[config.mk]
export PLATFORM = sky130hd
export DESIGN_NAME = time_sliced_path_interpolator_unit
export DESIGN_NICKNAME = d
export VERILOG_FILES = /design/src/rtl/core/tspi_pkg.sv /design/src/rtl/core/tspi_div.sv /design/src/rtl/core/tspi_dp.sv /design/src/rtl/core/tspi_ctrl.sv /design/src/rtl/core/time_sliced_path_interpolator_unit.sv
export VERILOG_INCLUDE_DIRS = /design/src /design/src/rtl/core
export SDC_FILE = /design/constraint.sdc
export NUM_CORES = 2
export LEC_CHECK = 0
export ABC_AREA = 1
export ABC_CLOCK_PERIOD_IN_PS = 12000
export BUFFER_PORTS_ARGS = -buffer_cell sky130_fd_sc_hd__buf_4
export CAP_MARGIN = 10
export CORE_MARGIN = 2
export CORE_UTILIZATION = 55
export CTS_BUF_LIST = sky130_fd_sc_hd__clkbuf_4 sky130_fd_sc_hd__clkbuf_8
export DETAILED_ROUTE_END_ITERATION = 6
export HOLD_SLACK_MARGIN = 0.05
export PLACE_DENSITY = 0.76
export SYNTH_ARGS = -nofsm -noshare
export SYNTH_HDL_FRONTEND = slang
export SYNTH_HIERARCHICAL = 1
export SYNTH_SLANG_ARGS = --single-unit
[constraint.sdc]
create_clock -name clock -period 12 [get_ports clock]
set_input_delay 2.4 -clock clock [delete_from_list [all_inputs] [get_ports clock]]
set_output_delay 2.4 -clock clock [all_outputs]
set_load 0.02 [all_outputs]
[src/rtl/core/time_sliced_path_interpolator_unit_macros.svh]
`ifndef TIME_SLICED_PATH_INTERPOLATOR_UNIT_MACROS_SVH
`define TIME_SLICED_PATH_INTERPOLATOR_UNIT_MACROS_SVH

// same-cycle implication
`define TSPI_ASSERT_IMP(lbl, clk, rst, ante, cons) \
   lbl: assert property (@(posedge clk) disable iff (rst) (ante) |-> (cons)) \
      else $error("tspi check failed");

// next-cycle implication
`define TSPI_ASSERT_NXT(lbl, clk, rst, ante, cons) \
   lbl: assert property (@(posedge clk) disable iff (rst) (ante) |=> (cons)) \
      else $error("tspi check failed");

`endif

[src/rtl/core/tspi_pkg.sv]
package tspi_pkg;

   localparam int unsigned MAX_POINTS = 32;
   localparam int unsigned J_W        = 6;
   localparam int unsigned COORD_W    = 24;
   localparam int unsigned DELTA_W    = 25;
   localparam int unsigned ACC_W      = 50;
   localparam int unsigned ROOT_W     = 25;
   localparam int unsigned REM_W      = 26;
   localparam int unsigned MUL_W      = 26;
   localparam int unsigned PROD_W     = 52;
   localparam int unsigned DIVD_W     = 50;
   localparam int unsigned QUO_W      = 25;
   localparam int unsigned STEP_W     = 21;
   localparam int unsigned T_W        = 26;
   localparam int unsigned CNT_W      = 5;
   localparam int unsigned CSR_IDX_W  = 2;
   localparam int unsigned CSR_DATA_W = 16;

   localparam logic [CSR_IDX_W-1:0] CSR_FEED_RATE = 2'd0;
   localparam logic [CSR_IDX_W-1:0] CSR_PERIOD_MS = 2'd1;

   localparam logic [15:0] FEED_RESET   = 16'd600;
   localparam logic [9:0]  PERIOD_RESET = 10'd1;

   // floor(x / 60) as ((x >> 2) * ceil(2^29 / 15)) >> 29, exact for x below 2^27
   localparam logic [MUL_W-1:0] RECIP_15 = 26'd35791395;
   localparam int unsigned      RECIP_SH = 29;

   typedef logic signed [COORD_W-1:0] coord_type;
   typedef logic signed [DELTA_W-1:0] delta_type;

   typedef enum logic [2:0] {
      MUL_NONE,
      MUL_SQ_X,
      MUL_SQ_Y,
      MUL_SQ_Z,
      MUL_FEED,
      MUL_RECIP,
      MUL_CAP,
      MUL_AXIS
   } mul_op_type;

   typedef enum logic [4:0] {
      ST_IDLE,
      ST_SQ_X,
      ST_SQ_Y,
      ST_SQ_Z,
      ST_SQ_SUM,
      ST_ROOT_INIT,
      ST_ROOT,
      ST_STEP_DIV,
      ST_STEP_WAIT,
      ST_CAP_MUL,
      ST_CAP_SET,
      ST_PT_NEXT,
      ST_PT_CHK,
      ST_AX_MUL,
      ST_AX_DIV,
      ST_AX_WAIT,
      ST_EMIT,
      ST_END_CHK,
      ST_END_EMIT
   } state_type;

   typedef struct packed {
      logic       load;
      logic       first;
      logic       commit;
      mul_op_type mul_op;
      logic       acc_load;
      logic       acc_add;
      logic       root_init;
      logic       root_step;
      logic       div_start;
      logic       step_load;
      logic       cap_set;
      logic       pt_next;
      logic       mark_point;
      logic       axis_store;
      logic       mark_end;
   } cmd_type;

   typedef struct packed {
      logic have_prev;
      logic path_end;
      logic root_done;
      logic d_zero;
      logic div_done;
      logic cap_end;
      logic last_pt;
      logic axis_last;
   } status_type;

   function automatic logic [DELTA_W-1:0] abs_delta(input delta_type v);
      abs_delta = v[DELTA_W-1] ? DELTA_W'(-v) : DELTA_W'(v);
   endfunction

endpackage

[src/rtl/core/tspi_div.sv]
module tspi_div
   import tspi_pkg::*;
(
   input  logic              clock,
   input  logic              reset,
   input  logic              start,
   input  logic [DIVD_W-1:0] dividend,
   input  logic [QUO_W-1:0]  divisor,
   output logic              done,
   output logic [QUO_W-1:0]  quotient
);

   // restoring divider, one quotient bit a cycle; dividend < divisor << QUO_W
   logic             run_ff, run_in;
   logic [CNT_W-1:0] cnt_ff, cnt_in;
   logic [QUO_W-1:0] rem_ff, rem_in;
   logic [QUO_W-1:0] quo_ff, quo_in;
   logic [QUO_W:0]   trial;
   logic             ge;

   assign trial    = {rem_ff, quo_ff[QUO_W-1]};
   assign ge       = trial >= {1'b0, divisor};
   assign done     = run_ff && (cnt_ff == '0);
   assign quotient = quo_ff;

   always_comb begin
      run_in = run_ff;
      cnt_in = cnt_ff;
      rem_in = rem_ff;
      quo_in = quo_ff;
      if (start) begin
         run_in = 1'b1;
         cnt_in = CNT_W'(QUO_W);
         rem_in = dividend[DIVD_W-1:QUO_W];
         quo_in = dividend[QUO_W-1:0];
      end else if (run_ff) begin
         if (cnt_ff == '0) begin
            run_in = 1'b0;
         end else begin
            cnt_in = cnt_ff - 1'b1;
            rem_in = ge ? QUO_W'(trial - {1'b0, divisor}) : trial[QUO_W-1:0];
            quo_in = {quo_ff[QUO_W-2:0], ge};
         end
      end
   end

   always_ff @(posedge clock) begin
      if (reset) begin
         run_ff <= 1'b0;
         cnt_ff <= '0;
      end else begin
         run_ff <= run_in;
         cnt_ff <= cnt_in;
      end
   end

   always_ff @(posedge clock) begin
      rem_ff <= rem_in;
      quo_ff <= quo_in;
   end

endmodule

[src/rtl/core/tspi_dp.sv]
module tspi_dp
   import tspi_pkg::*;
(
   input  logic                  clock,
   input  logic                  reset,
   input  cmd_type               cmd,
   output status_type            status,
   input  logic [COORD_W-1:0]    req_pos_x,
   input  logic [COORD_W-1:0]    req_pos_y,
   input  logic [COORD_W-1:0]    req_pos_z,
   input  logic                  req_path_end,
   input  logic                  csr_wr_en,
   input  logic [CSR_IDX_W-1:0]  csr_index,
   input  logic [CSR_DATA_W-1:0] csr_wdata,
   output logic [COORD_W-1:0]    rsp_out_x,
   output logic [COORD_W-1:0]    rsp_out_y,
   output logic [COORD_W-1:0]    rsp_out_z,
   output logic                  rsp_run_last,
   output logic                  rsp_capped
);

   logic [15:0]        feed_ff, feed_in;
   logic [9:0]         period_ff, period_in;
   logic               have_prev_ff, have_prev_in;
   coord_type          prev_ff [3];
   coord_type          prev_in [3];
   coord_type          cur_ff [3];
   coord_type          cur_in [3];
   delta_type          dx_ff [3];
   delta_type          dx_in [3];
   coord_type          out_ff [3];
   coord_type          out_in [3];
   logic               end_ff, end_in;
   logic [PROD_W-1:0]  prod_ff, prod_in;
   logic [ACC_W-1:0]   acc_ff, acc_in;
   logic [REM_W-1:0]   rem_ff, rem_in;
   logic [ROOT_W-1:0]  root_ff, root_in;
   logic [CNT_W-1:0]   rcnt_ff, rcnt_in;
   logic [STEP_W-1:0]  step_ff, step_in;
   logic               cap_ff, cap_in;
   logic [T_W-1:0]     t_ff, t_in;
   logic [J_W-1:0]     j_ff, j_in;
   logic [1:0]         axis_ff, axis_in;
   logic               out_last_ff, out_last_in;
   logic               out_cap_ff, out_cap_in;

   coord_type          req_pos [3];
   logic [MUL_W-1:0]   mul_a, mul_b;
   logic [ROOT_W-1:0]  t_clip;
   logic [REM_W+1:0]   r_sh, r_trial, r_diff;
   logic               r_ge;
   logic               div_done;
   logic [QUO_W-1:0]   div_q;
   logic [QUO_W:0]     q_signed;
   logic [DELTA_W:0]   lerp_sum;
   logic               last_pt;
   logic               cap_end;
   logic [STEP_W-1:0]  step_q;

   assign req_pos[0] = coord_type'(req_pos_x);
   assign req_pos[1] = coord_type'(req_pos_y);
   assign req_pos[2] = coord_type'(req_pos_z);

   assign t_clip  = (t_ff > {1'b0, root_ff}) ? root_ff : t_ff[ROOT_W-1:0];
   assign last_pt = (j_ff == J_W'(MAX_POINTS)) || (t_ff >= {1'b0, root_ff});
   assign cap_end = cap_ff && (j_ff == J_W'(MAX_POINTS));
   assign step_q  = prod_ff[RECIP_SH +: STEP_W];

   // digit-by-digit square root, two radicand bits a step
   assign r_sh    = {rem_ff, acc_ff[ACC_W-1:ACC_W-2]};
   assign r_trial = {1'b0, root_ff, 2'b01};
   assign r_ge    = r_sh >= r_trial;
   assign r_diff  = r_sh - r_trial;

   tspi_div u_div (
      .clock    (clock),
      .reset    (reset),
      .start    (cmd.div_start),
      .dividend (prod_ff[DIVD_W-1:0]),
      .divisor  (root_ff),
      .done     (div_done),
      .quotient (div_q)
   );

   // truncation toward zero: divide magnitudes, then apply the sign
   assign q_signed = dx_ff[axis_ff][DELTA_W-1] ? -{1'b0, div_q} : {1'b0, div_q};
   assign lerp_sum = {{2{prev_ff[axis_ff][COORD_W-1]}}, prev_ff[axis_ff]} + q_signed;

   always_comb begin
      mul_a = '0;
      mul_b = '0;
      case (cmd.mul_op)
         MUL_SQ_X: begin
            mul_a = MUL_W'(abs_delta(dx_ff[0]));
            mul_b = MUL_W'(abs_delta(dx_ff[0]));
         end
         MUL_SQ_Y: begin
            mul_a = MUL_W'(abs_delta(dx_ff[1]));
            mul_b = MUL_W'(abs_delta(dx_ff[1]));
         end
         MUL_SQ_Z: begin
            mul_a = MUL_W'(abs_delta(dx_ff[2]));
            mul_b = MUL_W'(abs_delta(dx_ff[2]));
         end
         MUL_FEED: begin
            mul_a = MUL_W'(feed_ff);
            mul_b = MUL_W'(period_ff);
         end
         MUL_RECIP: begin
            // feed * period over 60 as a quarter of it times a reciprocal of 15
            mul_a = MUL_W'(prod_ff[26:2]);
            mul_b = RECIP_15;
         end
         MUL_CAP: begin
            mul_a = MUL_W'(step_ff);
            mul_b = MUL_W'(MAX_POINTS);
         end
         MUL_AXIS: begin
            mul_a = MUL_W'(abs_delta(dx_ff[axis_ff]));
            mul_b = MUL_W'(t_clip);
         end
         default: begin
            mul_a = '0;
            mul_b = '0;
         end
      endcase
   end

   always_comb begin
      feed_in      = feed_ff;
      period_in    = period_ff;
      have_prev_in = have_prev_ff;
      prev_in      = prev_ff;
      cur_in       = cur_ff;
      dx_in        = dx_ff;
      out_in       = out_ff;
      end_in       = end_ff;
      prod_in      = prod_ff;
      acc_in       = acc_ff;
      rem_in       = rem_ff;
      root_in      = root_ff;
      rcnt_in      = rcnt_ff;
      step_in      = step_ff;
      cap_in       = cap_ff;
      t_in         = t_ff;
      j_in         = j_ff;
      axis_in      = axis_ff;
      out_last_in  = out_last_ff;
      out_cap_in   = out_cap_ff;

      if (csr_wr_en) begin
         case (csr_index)
            CSR_FEED_RATE: feed_in   = csr_wdata;
            CSR_PERIOD_MS: period_in = csr_wdata[9:0];
            default: ;
         endcase
      end

      if (cmd.load) begin
         end_in = req_path_end;
         for (int a = 0; a < 3; a++) begin
            cur_in[a] = req_pos[a];
            dx_in[a]  = DELTA_W'(req_pos[a]) - DELTA_W'(prev_ff[a]);
         end
         if (cmd.first) begin
            prev_in      = req_pos;
            have_prev_in = !req_path_end;
         end
      end

      if (cmd.commit) begin
         prev_in      = cur_ff;
         have_prev_in = !end_ff;
      end

      if (cmd.mul_op != MUL_NONE) begin
         prod_in = PROD_W'(mul_a * mul_b);
      end

      if (cmd.acc_load) begin
         acc_in = prod_ff[ACC_W-1:0];
      end else if (cmd.acc_add) begin
         acc_in = acc_ff + prod_ff[ACC_W-1:0];
      end

      if (cmd.root_init) begin
         rem_in  = '0;
         root_in = '0;
         rcnt_in = CNT_W'(ROOT_W);
      end else if (cmd.root_step && (rcnt_ff != '0)) begin
         rem_in  = r_ge ? r_diff[REM_W-1:0] : r_sh[REM_W-1:0];
         root_in = {root_ff[ROOT_W-2:0], r_ge};
         acc_in  = {acc_ff[ACC_W-3:0], 2'b00};
         rcnt_in = rcnt_ff - 1'b1;
      end

      if (cmd.step_load) begin
         step_in = (step_q == '0) ? STEP_W'(1) : step_q;
      end

      if (cmd.cap_set) begin
         cap_in = prod_ff < PROD_W'(root_ff);
         t_in   = '0;
         j_in   = '0;
      end

      if (cmd.pt_next) begin
         t_in    = t_ff + T_W'(step_ff);
         j_in    = j_ff + 1'b1;
         axis_in = '0;
      end

      if (cmd.mark_point) begin
         out_cap_in  = cap_ff;
         out_last_in = last_pt && !end_ff;
         // capped run: the final point snaps to the segment end
         if (cap_end) begin
            out_in = cur_ff;
         end
      end

      if (cmd.axis_store) begin
         out_in[axis_ff] = lerp_sum[COORD_W-1:0];
         axis_in         = axis_ff + 1'b1;
      end

      if (cmd.mark_end) begin
         out_in      = cur_ff;
         out_cap_in  = 1'b0;
         out_last_in = 1'b1;
      end
   end

   always_ff @(posedge clock) begin
      if (reset) begin
         feed_ff      <= FEED_RESET;
         period_ff    <= PERIOD_RESET;
         have_prev_ff <= 1'b0;
         prev_ff      <= '{default: '0};
         rcnt_ff      <= '0;
      end else begin
         feed_ff      <= feed_in;
         period_ff    <= period_in;
         have_prev_ff <= have_prev_in;
         prev_ff      <= prev_in;
         rcnt_ff      <= rcnt_in;
      end
   end

   always_ff @(posedge clock) begin
      cur_ff      <= cur_in;
      dx_ff       <= dx_in;
      out_ff      <= out_in;
      end_ff      <= end_in;
      prod_ff     <= prod_in;
      acc_ff      <= acc_in;
      rem_ff      <= rem_in;
      root_ff     <= root_in;
      step_ff     <= step_in;
      cap_ff      <= cap_in;
      t_ff        <= t_in;
      j_ff        <= j_in;
      axis_ff     <= axis_in;
      out_last_ff <= out_last_in;
      out_cap_ff  <= out_cap_in;
   end

   assign status.have_prev = have_prev_ff;
   assign status.path_end  = end_ff;
   assign status.root_done = (rcnt_ff == '0);
   assign status.d_zero    = (root_ff == '0);
   assign status.div_done  = div_done;
   assign status.cap_end   = cap_end;
   assign status.last_pt   = last_pt;
   assign status.axis_last = (axis_ff == 2'd2);

   assign rsp_out_x    = out_ff[0];
   assign rsp_out_y    = out_ff[1];
   assign rsp_out_z    = out_ff[2];
   assign rsp_run_last = out_last_ff;
   assign rsp_capped   = out_cap_ff;

endmodule

[src/rtl/core/tspi_ctrl.sv]
`include "time_sliced_path_interpolator_unit_macros.svh"

module tspi_ctrl
   import tspi_pkg::*;
(
   input  logic       clock,
   input  logic       reset,
   input  logic       req_valid,
   output logic       req_stall,
   output logic       rsp_valid,
   input  logic       rsp_stall,
   input  status_type status,
   output cmd_type    cmd
);

   state_type state_ff, state_in;
   logic      req_take;
   logic      seg_take;
   logic      axes_done;

   assign req_take  = req_valid && (state_ff == ST_IDLE);
   assign seg_take  = req_take && status.have_prev;
   assign axes_done = (state_ff == ST_AX_WAIT) && status.div_done && status.axis_last;
   assign req_stall = (state_ff != ST_IDLE);
   assign rsp_valid = (state_ff == ST_EMIT) || (state_ff == ST_END_EMIT);

   always_comb begin
      state_in = state_ff;
      case (state_ff)
         ST_IDLE:      if (seg_take) state_in = ST_SQ_X;
         ST_SQ_X:      state_in = ST_SQ_Y;
         ST_SQ_Y:      state_in = ST_SQ_Z;
         ST_SQ_Z:      state_in = ST_SQ_SUM;
         ST_SQ_SUM:    state_in = ST_ROOT_INIT;
         ST_ROOT_INIT: state_in = ST_ROOT;
         ST_ROOT: begin
            if (status.root_done) state_in = status.d_zero ? ST_END_CHK : ST_STEP_DIV;
         end
         ST_STEP_DIV:  state_in = ST_STEP_WAIT;
         ST_STEP_WAIT: state_in = ST_CAP_MUL;
         ST_CAP_MUL:   state_in = ST_CAP_SET;
         ST_CAP_SET:   state_in = ST_PT_NEXT;
         ST_PT_NEXT:   state_in = ST_PT_CHK;
         ST_PT_CHK:    state_in = status.cap_end ? ST_EMIT : ST_AX_MUL;
         ST_AX_MUL:    state_in = ST_AX_DIV;
         ST_AX_DIV:    state_in = ST_AX_WAIT;
         ST_AX_WAIT: begin
            if (status.div_done) state_in = status.axis_last ? ST_EMIT : ST_AX_MUL;
         end
         ST_EMIT: begin
            if (!rsp_stall) state_in = status.last_pt ? ST_END_CHK : ST_PT_NEXT;
         end
         ST_END_CHK:   state_in = status.path_end ? ST_END_EMIT : ST_IDLE;
         ST_END_EMIT:  if (!rsp_stall) state_in = ST_IDLE;
         default:      state_in = ST_IDLE;
      endcase
   end

   always_comb begin
      cmd = '0;
      cmd.mul_op = MUL_NONE;
      case (state_ff)
         ST_IDLE: begin
            cmd.load  = req_take;
            cmd.first = req_take && !status.have_prev;
         end
         ST_SQ_X:      cmd.mul_op = MUL_SQ_X;
         ST_SQ_Y: begin
            cmd.acc_load = 1'b1;
            cmd.mul_op   = MUL_SQ_Y;
         end
         ST_SQ_Z: begin
            cmd.acc_add = 1'b1;
            cmd.mul_op  = MUL_SQ_Z;
         end
         ST_SQ_SUM: begin
            cmd.acc_add = 1'b1;
            cmd.mul_op  = MUL_FEED;
         end
         ST_ROOT_INIT: cmd.root_init = 1'b1;
         ST_ROOT:      cmd.root_step = 1'b1;
         ST_STEP_DIV:  cmd.mul_op    = MUL_RECIP;
         ST_STEP_WAIT: cmd.step_load = 1'b1;
         ST_CAP_MUL:   cmd.mul_op    = MUL_CAP;
         ST_CAP_SET:   cmd.cap_set   = 1'b1;
         ST_PT_NEXT:   cmd.pt_next   = 1'b1;
         ST_PT_CHK:    cmd.mark_point = 1'b1;
         ST_AX_MUL:    cmd.mul_op    = MUL_AXIS;
         ST_AX_DIV:    cmd.div_start = 1'b1;
         ST_AX_WAIT:   cmd.axis_store = status.div_done;
         ST_END_CHK: begin
            cmd.mark_end = status.path_end;
            cmd.commit   = !status.path_end;
         end
         ST_END_EMIT:  cmd.commit = !rsp_stall;
         default:      cmd = '0;
      endcase
   end

   always_ff @(posedge clock) begin
      if (reset) begin
         state_ff <= ST_IDLE;
      end else begin
         state_ff <= state_in;
      end
   end

   `TSPI_ASSERT_NXT(a_segment_starts, clock, reset, seg_take, state_ff == ST_SQ_X)
   `TSPI_ASSERT_IMP(a_no_take_while_out, clock, reset, rsp_valid, req_stall)
   `TSPI_ASSERT_NXT(a_axes_then_emit, clock, reset, axes_done, rsp_valid)

endmodule

[src/rtl/core/time_sliced_path_interpolator_unit.sv]
// Path interpolator: takes one vertex per request transaction and cuts the segment from the
// previous vertex into points one feed step apart, returned as response transactions. A vertex
// is taken only while the block is idle; per segment it first works out the length
// (shared 26x26 multiplier, 25-step square root) and the step (a reciprocal multiply), then
// the points one by one, each axis of each point taking one pass of a serial divider, and it
// waits out any response stall. The first vertex of a path is only stored; a repeated vertex
// ends after the length, with no step and no interpolated points.
module time_sliced_path_interpolator_unit
   import tspi_pkg::*;
(
   input  logic                  clock,
   input  logic                  reset,
   input  logic                  req_valid,
   output logic                  req_stall,
   input  logic [COORD_W-1:0]    req_pos_x,
   input  logic [COORD_W-1:0]    req_pos_y,
   input  logic [COORD_W-1:0]    req_pos_z,
   input  logic                  req_path_end,
   output logic                  rsp_valid,
   input  logic                  rsp_stall,
   output logic [COORD_W-1:0]    rsp_out_x,
   output logic [COORD_W-1:0]    rsp_out_y,
   output logic [COORD_W-1:0]    rsp_out_z,
   output logic                  rsp_run_last,
   output logic                  rsp_capped,
   input  logic                  csr_wr_en,
   input  logic [CSR_IDX_W-1:0]  csr_index,
   input  logic [CSR_DATA_W-1:0] csr_wdata
);

   cmd_type    cmd;
   status_type status;

   tspi_ctrl u_ctrl (
      .clock     (clock),
      .reset     (reset),
      .req_valid (req_valid),
      .req_stall (req_stall),
      .rsp_valid (rsp_valid),
      .rsp_stall (rsp_stall),
      .status    (status),
      .cmd       (cmd)
   );

   tspi_dp u_dp (
      .clock        (clock),
      .reset        (reset),
      .cmd          (cmd),
      .status       (status),
      .req_pos_x    (req_pos_x),
      .req_pos_y    (req_pos_y),
      .req_pos_z    (req_pos_z),
      .req_path_end (req_path_end),
      .csr_wr_en    (csr_wr_en),
      .csr_index    (csr_index),
      .csr_wdata    (csr_wdata),
      .rsp_out_x    (rsp_out_x),
      .rsp_out_y    (rsp_out_y),
      .rsp_out_z    (rsp_out_z),
      .rsp_run_last (rsp_run_last),
      .rsp_capped   (rsp_capped)
   );

endmodule

* Word-level counts from Yosys, hierarchy flattened
Cells that the tools add are included. W data, S select, Z words.
Word-level totals: register bits 596, input port bits 96, output and inout port bits 76, word-level logic and storage cells 212
Cells by class: $add $sub $neg 17, multipliers 1, magnitude comparators 7, equal/unequal tests 34, multiplexer cells 78, bitwise operators 2, reduce and logical (&&, ||, !) cells 38
Operator list (count):
- $mux W72 | 7
- $mux W25 | 14
- $mux W50 | 4
- $pmux W26 S7 | 1
- $pmux W25 S7 | 1
- $neg A25 Y25 | 4
- $mux W24 | 4
- $pmux W5 S19 | 1
- $mux W26 | 3
- $mux W5 | 15
- $sub A24 B24 Y25 | 3
- $bwmux W72 | 1
- $ge A26 B25 Y1 | 2
- $lt A52 B25 Y1 | 1
- $mul A25 B26 Y51 | 1
- $add A50 B50 Y50 | 1
- $bmux W25 S2 | 1
- $bmux W24 S2 | 1
- $demux W24 S2 | 1
- $eq A5 B4 Y1 const B | 8
- $ge A28 B27 Y1 | 1
- $add A26 B21 Y26 | 1
- $gt A26 B25 Y1 | 1
- $sub A26 B26 Y26 | 1
- other kinds (40) | 99

* Depth between registers and ports, before layout
depth after elaboration 9, gate-level depth with buffers 45, depth with buffers taken out 43

* Hierarchy
Netlist, hierarchy kept.
By module, submodules not included:
- tspi_dp | instances 1, cells an instance 8787, area an instance 61883.1 sq um, sequential area each 13272.7 sq um
- tspi_div | instances 1, cells an instance 765, area an instance 4884.7 sq um, sequential area each 1621.6 sq um
- tspi_ctrl | instances 1, cells an instance 121, area an instance 696.9 sq um, sequential area each 100.1 sq um

* Least setup slack after synthesis
No wires, ideal clock.
path kind input port to flip-flop, from in req_valid, to reg u_dp/prev_ff[21] (netlist name), library setup time 0.074 ns, arrival 9.799 ns, required time 11.926 ns, setup slack 2.127 ns, stages 10, path buffers 2, cell sequence inv_1 > nor2_1 > nand2_1 > inv_1 > nor2_1 > inv_1 > clkbuf_1 > clkbuf_1 > o21ai_0 > a31oi_1
RTL lines:
- from (decl) | RTL line time_sliced_path_interpolator_unit.sv:13 | input logic req_valid,
- to (signal assigned) | RTL line tspi_dp.sv:245 | prev_ff <= prev_in;
- to (decl) | RTL line tspi_dp.sv:25 | coord_type prev_ff [3];

==> metrics.md <==
| Metric | Value |
|---|---|
| Max Root-Sink Buffers | `3` |
| Post-Syn Area | `67500 sq um` |
| Crit Path Category | `flip-flop to flip-flop` |
| Rel. slew slack | `8.49%` |
| Worst slew pin tran | `1.36 ns` |
| IO Port Bufs | `171` |
| Number of synthesized register bits | `596` |
| Synth area leader | `fa_1` |
| Slowest-stage cell, CP | `nand3_1` |
| Crit path DAT | `11.23 ns` |
| Reg2reg end | `u_dp/prod_ff[38]` |
| Multi-input gate area | `44300 sq um` |
| Buffers & Inverters on Critical Path | `14` |
| Synth warn | `6` |
| Insertion delay to the later sink of the worst-skew pair | `0.86 ns` |
| Clock slew seen by the registers of the worst setup and hold paths | `0.07 ns` |
| F_max | `94.1 MHz` |
| Failing checks | `DRC` |
| CP endpoint | `u_dp/prod_ff[38]` |
| Largest net degree at the start of global routing | `150` |
| Top cell by count, worst path | `inv_1` |
| Main synth FF type | `edfxtp_1` |
| H-tree levels | `3` |
| Reg-to-reg startpoint | `u_ctrl/state_ff[4]` |
| Vias | `67812` |
| Yosys top cell area share | `16.5%` |
| PnR worst setup slack | `1.37 ns` |
| Width of the die | `354 microns` |
| WL final | `273000 microns` |
| Initial DRC count | `9570` |
| Tcrit/Tclk final | `88.6%` |
| Global-route wire length before repair | `403000 microns` |
| Number of hold violations in the final report | `0` |
| EDFF count, synth | `306` |
| Max-cap violation count | `0` |
| Routed len/inst | `23.8 microns` |
| Crit path from | `u_ctrl/state_ff[4]` |
| Largest cells by area after synthesis | `fa_1 17%, nand2_1 15%, edfxtp_1 14%` |
| RSZ-0062 raised after global routing | `no` |
| CP top delay family | `adder cells` |
| CP Depth | `39` |
| Startpoint Class | `flip-flop` |
| Worst hold slack | `0.442 ns` |
| Synth cell types | `69` |
| Post-synthesis instance total | `9673` |
| Reg2Reg Depth | `39` |
| Pwr/cell area | `99.7 nW/um^2` |
| DR pass1 iterations | `7` |
| CP required | `12.60 ns` |
| DPL Wire Length | `217000 microns` |
| Row cnt | `128` |
| # resized after CTS | `0` |
| Area grow syn2layout | `7.97%` |
| Static Leak | `37.2 nW` |
| HP Class | `flip-flop to flip-flop` |
| Final TNS setup | `0 ns` |
| Worst vdd ir | `112 uV` |
| Final Util | `59.8%` |
| Layout cells sized above 1 | `6.32%` |
| Register area | `15000 sq um` |
| Max incr delay on CP | `0.82 ns` |
| Clk sinks | `596` |
| DP Worst Slack | `1.61 ns` |
| Congestion Overflow GR | `0` |
| Seq/Total Area, Yosys | `22.2%` |
| Hold-fix buffers, CTS | `0` |
| # fillers | `11573` |
| Initial antenna violation count | `10` |
| GPL Wtd Cong | `1.12` |
| Total CTS buffers | `106` |
| Most common cell in the netlist | `nand2_1` |
| Fin Clk Skew | `0.0772 ns` |
| IO Count | `172` |
| Core region area | `122000 sq um` |
| Vias/cell | `5.92` |
| Final setup vio count | `0` |
| CTS root buffer | `clkbuf_8` |
| Fin nets | `10862` |
| DIE HEIGHT | `354 microns` |
| FFs w/ async S/R, synth | `0%` |
| Vias in the first global route | `64636` |
| Final min period | `10.63 ns` |
| Residual DRC | `3` |
| CP endpoint kind | `flip-flop` |
| Die Area | `125000 sq um` |
| Post-CTS Setup Repair Bufs | `0` |
| Register-to-register setup slack | `1.37 ns` |
| Initial Util | `55.4%` |
| Syn_area_per_cell | `6.97 sq um` |
| CP Max Fanout | `17` |
| Status | `finished, violations left` |
| CTS tree | `done` |
| Mapped Nets | `10797` |
| Post-synth top cells | `2616 x nand2_1, 1785 x inv_1, 828 x nor2_1` |
| Max-slew violations | `0` |
| ANT nets after route | `0` |
| Overall Global Routing Usage | `42.7%` |
-- stage by stage --
step	instance area, sq um	cells	power (W)
floorplan	67500	9673	0.00417
global placement	70400	11254	0.00493
detailed placement	70400	11254	0.00497
CTS	72800	11456	0.00718
global route	72800	11457	0.00762
finish	72800	11462	0.00726
-- where the power goes --
group / internal, W / switching (W) / leakage, nW
clock network: 0.00123 / 0.000995 / 1.29
registers: 0.00236 / 0.000193 / 5.25
logic: 0.000761 / 0.00172 / 30.7
total: 0.00435 / 0.00291 / 37.2
-- layout make-up --
| cell class | count | area share [%] |
|---|---|---|
| Clock inverter | 37 | 0.606 |
| Multi-Input combinational cell | 6925 | 60.8 |
| Timing Repair Buffer | 294 | 3.07 |
| Clock buffer | 165 | 2.74 |
| Sequential cell | 596 | 20.6 |
| Tap cell | 1625 | 2.79 |
| Antenna cell | 5 | 0.0172 |
| Inverter | 1815 | 9.36 |
-- layout by cell type (no fill, tap or decap), types with 16 or more instances in the layout --
cell type  synthesis  layout
o21ai_0          543     540
nor4_1            33      32
nor2_1           828     822
o211ai_1          41      41
ha_1             471     471
nor3_1            70      67
nor2_2            13      17
nand3_1          559     559
a21oi_1          518     518
fa_1             557     557
clkbuf_4           0      44
a31oi_1           77      77
inv_1           1785    1781
nand3b_1          21      21
inv_2             21      24
nand4_1          127     127
clkbuf_8           0     121
xor2_1           124     124
o21ai_2            3      16
xnor2_1           69      69
clkinv_1           8      18
nand2_1         2616    2615
a21o_1            29      29
buf_4             21     292
dfxtp_1          290     290
edfxtp_1         306     306
o22ai_1           38      38
o21bai_1          38      33
-- worst min-delay path, delay by kind of cell (launching register included) --
family | cells | cell delay (ns)
AO/OA/AOI/OAI | 1 | 0.05
buffers and inverters | 1 | 0.06
flip-flops | 1 | 0.31
-- logic make-up after synthesis --
| kind of cell | after synthesis | share of synthesized area, % |
|---|---|---|
| XOR/XNOR | 193 | 2.51 |
| buffers and inverters | 2152 | 12.4 |
| flip-flops | 596 | 22.2 |
| adder cells (fa/ha/maj) | 1028 | 25.3 |
| AND/OR/NAND/NOR | 4325 | 26.4 |
| AO/OA/AOI/OAI | 1379 | 11.2 |
-- routing by layer --
| metal | track usage, % | share of wire [%] | vias up |
|---|---|---|---|
| li1 | - | - | 30663 |
| met1 | 56.3 | 39 | 32028 |
| met2 | 63.0 | 42 | 4315 |
| met3 | 13.1 | 13 | 800 |
| met4 | 22.4 | 6.4 | 6 |
| met5 | 0 | 0.014 | - |
-- sequential cells by signal, indices dropped and copies added (netlist names), 21 cells and up --
name and count:
u_dp/u_div/quotient 25, u_dp/acc_ff 50, u_dp/rsp_out_x 24, u_dp/u_div/rem_ff 25, u_dp/prod_ff 52, u_dp/root_ff 25, u_dp/step_ff 21, u_dp/rsp_out_z 24
u_dp/t_ff 26, u_dp/cur_ff 72, u_dp/dx_ff 75, u_dp/rsp_out_y 24, u_dp/prev_ff 72, u_dp/rem_ff 26
-- worst min-delay path by stage --
stage                                  from                end  slack, ns  depth (start not counted)
after floorplan           u_dp/period_ff[4]  u_dp/period_ff[4]       0.42                          2
after global placement      u_dp/rem_ff[24]    u_dp/rem_ff[24]       0.45                          2
after detailed placement    u_dp/rem_ff[24]    u_dp/rem_ff[24]       0.45                          2
after CTS                   u_dp/acc_ff[26]    u_dp/acc_ff[28]       0.44                          2
after global routing        u_dp/acc_ff[26]    u_dp/acc_ff[28]       0.48                          2
final                       u_dp/acc_ff[26]    u_dp/acc_ff[28]       0.44                          2
Power figures use the tool's default switching activity.
